==> config.mk <==
export PLATFORM = sky130hd
export DESIGN_NAME = min_tracking_stack_unit_flat
export DESIGN_NICKNAME = d
export VERILOG_FILES = /design/src/hdl/mts_pkg.sv /design/src/hdl/mts_if.sv /design/src/hdl/mts_ctrl.sv /design/src/hdl/mts_dp.sv /design/src/hdl/min_tracking_stack_unit.sv /design/src/flat_wrapper.sv
export SDC_FILE = /design/constraint.sdc
export NUM_CORES = 2
export LEC_CHECK = 0
export BUFFER_PORTS_ARGS = -buffer_cell sky130_fd_sc_hd__buf_2
export CAP_MARGIN = 20
export CORE_UTILIZATION = 30
export DETAILED_ROUTE_END_ITERATION = 16
export PLACE_DENSITY_LB_ADDON = 0.05
export SLEW_MARGIN = 0
export SYNTH_ARGS = -nofsm -noshare
export SYNTH_HDL_FRONTEND = slang
export SYNTH_SLANG_ARGS = --single-unit
==> constraint.sdc <==
create_clock -name clk -period 8.7 [get_ports clk]
set_input_delay 0.435 -clock clk [delete_from_list [all_inputs] [get_ports clk]]
set_output_delay 0.435 -clock clk [all_outputs]
set_load 0.01 [all_outputs]
==> src/hdl/mts_pkg.sv <==
`timescale 1ns / 1ps
`default_nettype none

package mts_pkg;

    localparam int DEF_STACK_DEPTH = 64;
    localparam int DEF_WORD_BITS   = 32;

    localparam int OPCODE_BITS = 2;
    localparam int STATUS_BITS = 2;

    localparam logic [OPCODE_BITS-1:0] OP_PUSH = 2'd0;
    localparam logic [OPCODE_BITS-1:0] OP_POP  = 2'd1;
    localparam logic [OPCODE_BITS-1:0] OP_PEEK = 2'd2;

    localparam logic [STATUS_BITS-1:0] ST_OK        = 2'd0;
    localparam logic [STATUS_BITS-1:0] ST_OVERFLOW  = 2'd1;
    localparam logic [STATUS_BITS-1:0] ST_UNDERFLOW = 2'd2;

    typedef enum logic {
        S_IDLE,
        S_FETCH
    } state_t;

    // controller to datapath
    typedef struct packed {
        logic accept;    // transaction taken on the input channel this cycle
        logic pop_load;  // refill the cached tops from the registered reads
    } mts_cmd_t;

    // datapath to controller
    typedef struct packed {
        logic pop_fetch; // offered item is a pop on a non-empty stack
    } mts_stat_t;

endpackage

`default_nettype wire

==> src/hdl/mts_if.sv <==
`timescale 1ns / 1ps
`default_nettype none

interface mts_in_if #(
    parameter int WORD_BITS = mts_pkg::DEF_WORD_BITS
);
    logic                             valid;
    logic                             ready;
    logic [mts_pkg::OPCODE_BITS-1:0]  opcode;
    logic signed [WORD_BITS-1:0]      push_value;

    modport source (output valid, output opcode, output push_value, input ready);
    modport sink   (input valid, input opcode, input push_value, output ready);
endinterface

interface mts_out_if #(
    parameter int WORD_BITS = mts_pkg::DEF_WORD_BITS
);
    logic                             valid;
    logic                             ready;
    logic signed [WORD_BITS-1:0]      top_value;
    logic signed [WORD_BITS-1:0]      min_value;
    logic                             is_empty;
    logic [mts_pkg::STATUS_BITS-1:0]  status;

    modport source (output valid, output top_value, output min_value,
                    output is_empty, output status, input ready);
    modport sink   (input valid, input top_value, input min_value,
                    input is_empty, input status, output ready);
endinterface

`default_nettype wire

==> src/hdl/mts_ctrl.sv <==
`timescale 1ns / 1ps
`default_nettype none

module mts_ctrl (
    input  wire logic               clk,
    input  wire logic               rst_n,
    input  wire logic               in_valid,
    output logic                    in_ready,
    output logic                    out_valid,
    input  wire logic               out_ready,
    input  wire mts_pkg::mts_stat_t stat,
    output mts_pkg::mts_cmd_t       cmd
);
    import mts_pkg::*;

    state_t state_reg, state_next;
    logic   out_valid_reg, out_valid_next;
    logic   accept;

    always_ff @(posedge clk or negedge rst_n)
    begin
        if (!rst_n)
        begin
            state_reg     <= S_IDLE;
            out_valid_reg <= 1'b0;
        end
        else
        begin
            state_reg     <= state_next;
            out_valid_reg <= out_valid_next;
        end
    end

    always_comb
    begin
        in_ready       = (state_reg == S_IDLE) && (!out_valid_reg || out_ready);
        accept         = in_ready && in_valid;
        cmd.accept     = accept;
        cmd.pop_load   = 1'b0;
        state_next     = state_reg;
        out_valid_next = out_valid_reg && !out_ready;
        case (state_reg)
            S_IDLE:
            begin
                if (accept)
                begin
                    if (stat.pop_fetch)
                        state_next = S_FETCH;
                    else
                        out_valid_next = 1'b1;
                end
            end
            S_FETCH:
            begin
                // read data for the new tops has landed; finish the pop
                cmd.pop_load   = 1'b1;
                out_valid_next = 1'b1;
                state_next     = S_IDLE;
            end
            default:
            begin
                state_next = S_IDLE;
            end
        endcase
    end

    assign out_valid = out_valid_reg;

endmodule

`default_nettype wire

==> src/hdl/mts_dp.sv <==
`timescale 1ns / 1ps
`default_nettype none

module mts_dp #(
    parameter int STACK_DEPTH = mts_pkg::DEF_STACK_DEPTH,
    parameter int WORD_BITS   = mts_pkg::DEF_WORD_BITS
) (
    input  wire logic                            clk,
    input  wire logic                            rst_n,
    input  wire mts_pkg::mts_cmd_t               cmd,
    output mts_pkg::mts_stat_t                   stat,
    input  wire logic [mts_pkg::OPCODE_BITS-1:0] opcode,
    input  wire logic signed [WORD_BITS-1:0]     push_value,
    output logic signed [WORD_BITS-1:0]          top_value,
    output logic signed [WORD_BITS-1:0]          min_value,
    output logic                                 is_empty,
    output logic [mts_pkg::STATUS_BITS-1:0]      status
);
    import mts_pkg::*;

    localparam int CNT_W  = $clog2(STACK_DEPTH + 1);
    localparam int ADDR_W = (STACK_DEPTH > 1) ? $clog2(STACK_DEPTH) : 1;

    // the top of each stack lives in a register; memories hold what lies below
    logic signed [WORD_BITS-1:0] main_mem [STACK_DEPTH];
    logic signed [WORD_BITS-1:0] min_mem  [STACK_DEPTH];

    logic [CNT_W-1:0]            count_reg, count_next, mcount_reg, mcount_next;
    logic                        pop_min_reg, pop_min_next;
    logic signed [WORD_BITS-1:0] top_reg, top_next, min_reg, min_next;
    logic signed [WORD_BITS-1:0] rd_main_reg, rd_min_reg;

    logic signed [WORD_BITS-1:0] top_value_reg, min_value_reg;
    logic                        is_empty_reg;
    logic [STATUS_BITS-1:0]      status_reg;

    logic signed [WORD_BITS-1:0] res_top, res_min;
    logic                        res_empty, res_load;
    logic [STATUS_BITS-1:0]      res_status;

    logic                        full, empty, min_take;
    logic                        main_wr, min_wr;
    logic [CNT_W-1:0]            count_m1, count_m2, mcount_m1, mcount_m2;

    assign full      = (count_reg == CNT_W'(STACK_DEPTH));
    assign empty     = (count_reg == '0);
    assign min_take  = (mcount_reg == '0) || (push_value <= min_reg);
    assign count_m1  = count_reg - CNT_W'(1);
    assign count_m2  = count_reg - CNT_W'(2);
    assign mcount_m1 = mcount_reg - CNT_W'(1);
    assign mcount_m2 = mcount_reg - CNT_W'(2);

    assign stat.pop_fetch = (opcode == OP_POP) && !empty;

    // spill the cached tops into memory when a push covers them
    assign main_wr = cmd.accept && (opcode == OP_PUSH) && !full && !empty;
    assign min_wr  = cmd.accept && (opcode == OP_PUSH) && !full && min_take &&
                     (mcount_reg != '0);

    always_ff @(posedge clk)
    begin
        if (main_wr)
            main_mem[count_m1[ADDR_W-1:0]] <= top_reg;
        if (min_wr)
            min_mem[mcount_m1[ADDR_W-1:0]] <= min_reg;
        rd_main_reg <= main_mem[count_m2[ADDR_W-1:0]];
        rd_min_reg  <= min_mem[mcount_m2[ADDR_W-1:0]];
    end

    always_comb
    begin
        count_next   = count_reg;
        mcount_next  = mcount_reg;
        pop_min_next = pop_min_reg;
        top_next     = top_reg;
        min_next     = min_reg;
        res_load     = 1'b0;
        res_status   = ST_OK;
        res_empty    = empty;
        res_top      = empty ? '0 : top_reg;
        res_min      = empty ? '0 : min_reg;
        if (cmd.accept)
        begin
            case (opcode)
                OP_PUSH:
                begin
                    res_load = 1'b1;
                    if (full)
                    begin
                        res_status = ST_OVERFLOW;
                    end
                    else
                    begin
                        count_next = count_reg + CNT_W'(1);
                        top_next   = push_value;
                        res_top    = push_value;
                        res_empty  = 1'b0;
                        if (min_take)
                        begin
                            mcount_next = mcount_reg + CNT_W'(1);
                            min_next    = push_value;
                            res_min     = push_value;
                        end
                        else
                        begin
                            res_min = min_reg;
                        end
                    end
                end
                OP_POP:
                begin
                    if (empty)
                    begin
                        res_load   = 1'b1;
                        res_status = ST_UNDERFLOW;
                    end
                    else
                    begin
                        // drop the counts now; tops refill after the read
                        count_next   = count_m1;
                        pop_min_next = (min_reg == top_reg);
                        if (min_reg == top_reg)
                            mcount_next = mcount_m1;
                    end
                end
                default:
                begin
                    res_load = 1'b1;
                end
            endcase
        end
        if (cmd.pop_load)
        begin
            res_load  = 1'b1;
            top_next  = rd_main_reg;
            if (pop_min_reg)
                min_next = rd_min_reg;
            res_top   = empty ? '0 : rd_main_reg;
            res_min   = empty ? '0 : (pop_min_reg ? rd_min_reg : min_reg);
        end
    end

    always_ff @(posedge clk or negedge rst_n)
    begin
        if (!rst_n)
        begin
            count_reg   <= '0;
            mcount_reg  <= '0;
            pop_min_reg <= 1'b0;
        end
        else
        begin
            count_reg   <= count_next;
            mcount_reg  <= mcount_next;
            pop_min_reg <= pop_min_next;
        end
    end

    always_ff @(posedge clk)
    begin
        top_reg <= top_next;
        min_reg <= min_next;
        if (res_load)
        begin
            top_value_reg <= res_top;
            min_value_reg <= res_min;
            is_empty_reg  <= res_empty;
            status_reg    <= res_status;
        end
    end

    assign top_value = top_value_reg;
    assign min_value = min_value_reg;
    assign is_empty  = is_empty_reg;
    assign status    = status_reg;

endmodule

`default_nettype wire

==> src/hdl/min_tracking_stack_unit.sv <==
`timescale 1ns / 1ps
`default_nettype none

// Timing: push, peek, overflow and underflow results are valid in the cycle after the transaction;
//   a pop on a non-empty stack passes the fetch state first (registered memory read of the new tops).
// Throughput: 1 item per cycle for push, peek and the error cases while out_ready holds; a pop
//   on a non-empty stack holds the input off during its fetch cycle.
// Reset (rst_n low, asynchronous): both counts and the output valid flag clear; the result register
//   and the stack memories are not cleared, and the memories are only read below the counts.
module min_tracking_stack_unit #(
    parameter int STACK_DEPTH = mts_pkg::DEF_STACK_DEPTH,
    parameter int WORD_BITS   = mts_pkg::DEF_WORD_BITS
) (
    input wire logic clk,
    input wire logic rst_n,
    mts_in_if.sink   in_ch,
    mts_out_if.source out_ch
);
    import mts_pkg::*;

    mts_cmd_t  cmd;
    mts_stat_t stat;

    // Controller: sequences the input handshake, the extra fetch cycle of a pop
    // and the valid flag of the result register.
    mts_ctrl u_ctrl (
        .clk       (clk),
        .rst_n     (rst_n),
        .in_valid  (in_ch.valid),
        .in_ready  (in_ch.ready),
        .out_valid (out_ch.valid),
        .out_ready (out_ch.ready),
        .stat      (stat),
        .cmd       (cmd)
    );

    // Datapath: counts, cached tops of both stacks, the two stack memories and
    // the result register. A push spills the old tops into memory; a pop reads
    // the entries just below and refills the caches in the cycle after.
    mts_dp #(
        .STACK_DEPTH (STACK_DEPTH),
        .WORD_BITS   (WORD_BITS)
    ) u_dp (
        .clk        (clk),
        .rst_n      (rst_n),
        .cmd        (cmd),
        .stat       (stat),
        .opcode     (in_ch.opcode),
        .push_value (in_ch.push_value),
        .top_value  (out_ch.top_value),
        .min_value  (out_ch.min_value),
        .is_empty   (out_ch.is_empty),
        .status     (out_ch.status)
    );

`ifndef NO_ASSERTIONS
    // an empty stack reads zero on both words
    a_empty_zero: assert property (@(posedge clk) disable iff (!rst_n)
        out_ch.valid && out_ch.is_empty |-> out_ch.top_value == '0 && out_ch.min_value == '0)
        else $error("empty result with nonzero top or minimum");

    // underflow only ever happens on an empty stack
    a_underflow_empty: assert property (@(posedge clk) disable iff (!rst_n)
        out_ch.valid && out_ch.status == ST_UNDERFLOW |-> out_ch.is_empty)
        else $error("underflow reported on a non-empty stack");

    // a pop that needs a refill blocks the input for its fetch cycle
    a_pop_blocks: assert property (@(posedge clk) disable iff (!rst_n)
        in_ch.valid && in_ch.ready && stat.pop_fetch |=> !in_ch.ready && cmd.pop_load)
        else $error("input not held during pop refill");

    // refill only directly after an accepted pop
    a_load_after_pop: assert property (@(posedge clk) disable iff (!rst_n)
        cmd.pop_load |-> $past(in_ch.valid && in_ch.ready && stat.pop_fetch))
        else $error("refill without a preceding pop");
`endif

endmodule

`default_nettype wire
==> src/flat_wrapper.sv <==
// flat-port wrapper written by rule: the top's interface ports become plain ports
module min_tracking_stack_unit_flat import mts_pkg::*;
#(
    parameter int STACK_DEPTH = mts_pkg::DEF_STACK_DEPTH,
    parameter int WORD_BITS   = mts_pkg::DEF_WORD_BITS
)
  (clk, rst_n, in_ch_valid, in_ch_opcode, in_ch_push_value, in_ch_ready, out_ch_valid, out_ch_top_value, out_ch_min_value, out_ch_is_empty, out_ch_status, out_ch_ready);
  mts_in_if #(.WORD_BITS(WORD_BITS)) in_ch_i ();
  mts_out_if #(.WORD_BITS(WORD_BITS)) out_ch_i ();
  input wire logic clk;
  input wire logic rst_n;
  input wire logic [$bits(in_ch_i.valid)-1:0] in_ch_valid;
  input wire logic [$bits(in_ch_i.opcode)-1:0] in_ch_opcode;
  input wire logic [$bits(in_ch_i.push_value)-1:0] in_ch_push_value;
  output wire logic [$bits(in_ch_i.ready)-1:0] in_ch_ready;
  output wire logic [$bits(out_ch_i.valid)-1:0] out_ch_valid;
  output wire logic [$bits(out_ch_i.top_value)-1:0] out_ch_top_value;
  output wire logic [$bits(out_ch_i.min_value)-1:0] out_ch_min_value;
  output wire logic [$bits(out_ch_i.is_empty)-1:0] out_ch_is_empty;
  output wire logic [$bits(out_ch_i.status)-1:0] out_ch_status;
  input wire logic [$bits(out_ch_i.ready)-1:0] out_ch_ready;
  assign in_ch_i.valid = in_ch_valid;
  assign in_ch_i.opcode = in_ch_opcode;
  assign in_ch_i.push_value = in_ch_push_value;
  assign in_ch_ready = in_ch_i.ready;
  assign out_ch_valid = out_ch_i.valid;
  assign out_ch_top_value = out_ch_i.top_value;
  assign out_ch_min_value = out_ch_i.min_value;
  assign out_ch_is_empty = out_ch_i.is_empty;
  assign out_ch_status = out_ch_i.status;
  assign out_ch_i.ready = out_ch_ready;
  min_tracking_stack_unit #(.STACK_DEPTH(STACK_DEPTH), .WORD_BITS(WORD_BITS)) u_core (.clk(clk), .rst_n(rst_n), .in_ch(in_ch_i), .out_ch(out_ch_i));
endmodule
==> out/results.env <==
WL_PER_CELL_UM=36.7
CLOCK.FMAX_GHz=0.164
FRACTION_OF_LAYOUT_INSTANCES_USING_A_DRIVE_STRENGTH_ABOVE_1_PCT=33.4
SYNTH_ENABLE_FLOP_CELLS=4195
NUMCLOCKSINKS=4308
GRT_PASS1_WL_MM=748
SYNTH_AREA_PER_CELL_UM2=24.0
CRITPATHMOSTFREQUENTCELL='sky130_fd_sc_hd__buf_4'
MAXSLEWVIOLCOUNT=0
PORT_BUFFERS=106
GRT.TOTAL_USAGE_PCT=19.9
VIASPERCELL=5.16
SYNTH_FLOP_CELL='sky130_fd_sc_hd__edfxtp_1'
SYNTH_TOP_AREA_SHARE_PCT=76.3
P_PER_AREA_nW_PER_UM2=363
WORSTPATHCELLLIST='inv_1 > ha_1 > nand4_1 > or4_1 > o31ai_4 > nor2_1 > a32oi_4 > buf_4 > nand4_2 > nor2_4 > buf_4'
IOPINCOUNT=107
GLOBAL_ROUTE.OVERFLOW_TOTAL=0
TIMING.CRITICAL_PATH.MAX_DELAY_FAMILY='simple AND/OR/NAND/NOR gates'
SETUP-TNS-FINAL_NS=0
CTS.PATH.MAX_BUFFERS=4
CLOCKPOWERSHARE_PCT=29.0
CRIT_PATH_MAX_FANOUT=67
OUTCOME='completed'
HOLD_VIOL=0
DPL.CELL_COUNT=14202
SYNTH-XOR-AREA-SHARE_PCT=0.323
FINALCRITICALPERIOD_NS=6.12
GRT_START_MAX_NET_PINS=117
WORSTSKEWPAIRLATENCY_NS=1.06
CPPEAKSTAGEDELAY_NS=0.95
P_LEAK_nW=59.6
GRT_SETUP_UNREPAIRED='no'
TIMING.FINAL.CRIT_SHARE_PCT=70.3
FLOORPLAN.INITIALDENSITY_PCT=30.1
NUMCTSBUFFERS=483
INITIAL_DRC_COUNT=7590
YS_FF_LATCH=4308
SYNTH_NETS=6972
DIE_W_UM=744
VIAS=78274
FIN_NETS=7546
COUNT_OF_MAPPED_CELLS_OUT_OF_SYNTHESIS=6891
POWER_FRAC_SEQ_PCT=37.4
CRITICAL_PATH.ENDPOINT_TYPE='register'
SETUP-VIOLATIONS-FINAL=0
TIGHTEST_SLEW_NS=1.37
CRIT_PATH_START_KIND='register'
DRV_CAP=0
ARRIVAL_NS=6.72
NUMBER_OF_GLOBAL_ROUTE_VIAS_BEFORE_REPAIR=80758
INSTANCES_NO_FILL=15175
POST-CTS-SETUP-BUFFERS=0
DP_HPWL_MM=334
SYNTH_MUX_AREA_SHARE_PCT=18.3
TIMING.HOLD.WORST.CLASS='input port to register'
ANTENNA_VIOLATING_NETS_POST_ROUTE=0
MAPPEDNETLISTAREA_UM2=165000
SYNTH_ASYNC_SR_FLOP_SHARE_PCT=0.395
SYNTH_ADDER_AREA_SHARE_PCT=0.326
DIE_HEIGHT_UM=744
TIMING.CRITICAL_PATH.REQUIRED_NS=9.30
CTS_ROOT_BUF='sky130_fd_sc_hd__clkbuf_16'
LAYOUT-AREA-OVERHEAD-VS-SYNTH_PCT=17.2
SWITCHING_SHARE_PCT=35.0
ROUTABILITYCONGESTION=0.782
POST-SYNTH-TOP-AREA-CELL='sky130_fd_sc_hd__edfxtp_1'
SYNTH.YOSYS.SEQ_AREA_SHARE_PCT=77.7
ANTENNA_FOUND_INITIAL=96
DIE_AREA_UM2=554000
INTERNAL_POWER_mW=45.7
PATH_CLASS='register to register'
TOP_CELLS_BY_AREA_SYNTH='sky130_fd_sc_hd__edfxtp_1 76%, sky130_fd_sc_hd__mux4_2 18%, sky130_fd_sc_hd__dfxtp_1 1.2%'
H-TREE-DEPTH=5
SYNTHESIS.YOSYS.WARNINGS=0
PLACEMENTROWS=272
ROUTE.FINAL.WIRE_LENGTH_MM=557
PORTION_OF_TOTAL_POWER_ATTRIBUTED_TO_COMBINATIONAL_LOGIC_PCT=33.6
DRC=0
WORST_CLOCK_SKEW_NS=0.138
MAX-SLEW-MARGIN-REL_PCT=8.45
CP.BUFFERS_INVERTERS=3
SYNTHDISTINCTLIBCELLS=59
DRT_PASS1_ITERATIONS=6
VDD_IR_DROP_MAX_V=0.000342
POST_SYNTH_AND_OR_NAND_NOR_AREA_FRACTION_PCT=1.23
DOMINANT_COMBINATIONAL_CELL_FAMILY_BY_AREA_AFTER_SYNTHESIS='multiplexers'
SYNTH_COMPOUND_AREA_SHARE_PCT=1.03
COREAREA_UM2=549000
CP_SLOWEST_CELL='sky130_fd_sc_hd__dfxtp_4'
CLOCK_TRANSITION_AT_THE_REGISTER_CLOCK_PINS_ON_THE_WORST_SETUP_AND_HOLD_PATHS_AFTER_CTS_NS=0.07
CLOCK_TREE_FROM_TRITONCTS='done'
SWITCHINGPOWER_mW=24.6
## power groups by stage
stage	combinational (mW)	sequential (mW)	clock (mW)
after floorplan	12.5	26.4	0
after global placement	24.1	26.7	0
after detailed placement	24.2	26.8	0
after CTS	24.2	26.3	20.9
after global routing	24.8	26.4	21.6
final	23.6	26.3	20.4
## kinds of logic after synthesis
logic type	count (synthesis)
buf+inv	447
fa+ha+maj	43
xor+xnor	61
flops	4308
simple gates	430
mux	1360
compound gates	242
## metal layers
layer	share of wire, %	vias to the layer above	wire length, µm	track usage [%]
met5	0.017	-	95	0
met2	47	2137	263000	32.1
met4	1.8	16	10300	3.58
li1	-	31026	-	-
met1	46	44526	256000	28.9
met3	4.9	569	27500	2.84
## timing repair
action                    CTS  global route
hold endpoints to repair  119             0
gates resized for setup     0             0
hold buffers               37             0
## path summary, 6_finish.rpt
check	start	to	slack [ns]	depth (start not counted)
worst min-delay path	in_ch_push_value[22]	u_core.u_dp.min_reg[22]	0.09	4
min in group asynchronous	rst_n	u_core.u_ctrl.out_valid	0.42	4
worst max register to register	u_core.u_dp.min_reg[10]	u_core.u_dp.min_mem[20][12]	2.58	11
worst min register to register	u_core.u_dp.rd_min_reg[4]	u_core.u_dp.min_reg[4]	0.49	2
max in group asynchronous	rst_n	u_core.u_dp.mcount_reg[0]	8.03	4
worst max-delay path	u_core.u_dp.min_reg[10]	u_core.u_dp.min_mem[20][12]	2.58	11
## cells in the final DEF, fill, tap and decap left out, types with 24 or more instances in the layout
| cell type | netlist | routed |
|---|---|---|
| sky130_fd_sc_hd__clkbuf_1 | 230 | 117 |
| sky130_fd_sc_hd__dfxtp_1 | 96 | 64 |
| sky130_fd_sc_hd__nor2_4 | 0 | 106 |
| sky130_fd_sc_hd__bufinv_16 | 0 | 46 |
| sky130_fd_sc_hd__a221o_1 | 30 | 30 |
| sky130_fd_sc_hd__nand2_1 | 111 | 111 |
| sky130_fd_sc_hd__o311ai_1 | 30 | 30 |
| sky130_fd_sc_hd__buf_12 | 0 | 26 |
| sky130_fd_sc_hd__buf_2 | 104 | 106 |
| sky130_fd_sc_hd__a21oi_1 | 26 | 25 |
| sky130_fd_sc_hd__inv_1 | 73 | 73 |
| sky130_fd_sc_hd__nor3_2 | 0 | 24 |
| sky130_fd_sc_hd__clkinv_1 | 0 | 117 |
| sky130_fd_sc_hd__and3_1 | 33 | 33 |
| sky130_fd_sc_hd__clkinv_2 | 0 | 80 |
| sky130_fd_sc_hd__mux4_2 | 1326 | 1326 |
| sky130_fd_sc_hd__buf_4 | 6 | 286 |
| sky130_fd_sc_hd__o21ai_0 | 56 | 56 |
| sky130_fd_sc_hd__xnor2_1 | 29 | 26 |
| sky130_fd_sc_hd__dlygate4sd3_1 | 0 | 36 |
| sky130_fd_sc_hd__diode_2 | 0 | 31 |
| sky130_fd_sc_hd__o22ai_1 | 34 | 34 |
| sky130_fd_sc_hd__xor2_1 | 32 | 29 |
| sky130_fd_sc_hd__nand3_1 | 51 | 51 |
| sky130_fd_sc_hd__edfxtp_1 | 4195 | 4195 |
| sky130_fd_sc_hd__clkbuf_16 | 0 | 484 |
| sky130_fd_sc_hd__a22oi_1 | 31 | 31 |
| sky130_fd_sc_hd__ha_1 | 43 | 41 |
## stage by stage
stage	area (µm²)	worst slack, ns	utilization, %	hold slack (ns)	power (mW)
final	194000	2.58	35.3	0.0925	70.2
after detailed placement	177000	2.69	32.3	0.468	50.9
after CTS	193000	2.61	35.3	0.000982	71.5
after global routing	193000	2.39	35.3	0.0793	72.7
after floorplan	165000	2.54	-	0.139	39.0
after global placement	177000	2.58	32.2	0.472	50.8
## area by class of cell
type,instances,area [µm²]
Fill cell,50535,355000
Sequential cell,4308,128000
Multi-Input combinational cell,2136,36200
Clock buffer,617,12800
Tap cell,7261,9080
Timing Repair Buffer,462,3760
Clock inverter,286,2990
Inverter,74,278
Antenna cell,31,77.6
## tightest hold or removal path, cell delays in order
cell and delay (ns):
sky130_fd_sc_hd__buf_2 0.22, sky130_fd_sc_hd__buf_4 0.25, sky130_fd_sc_hd__nand3_1 0.08, sky130_fd_sc_hd__o311ai_1 0.08
## Yosys cell counts, drive strengths merged (4+ instances only)
master and number:
mux4 1326, ha 43, nor2 129, o21ai 57, nand3b 4, a21oi 26, dfrtp 17, clkbuf 230
mux2 15, xor2 32, buf 143, xnor2 29, nand2 111, mux2i 19, edfxtp 4195, a211oi 8
a22oi 31, nand2b 6, nor3 31, o311ai 31, dfxtp 96, inv 74, nand4 27, a31oi 7
nand3 51, a221o 30, nor2b 13, nor4 10, and3 33, and2 4, o22ai 34
Power figures use the tool's default switching activity.
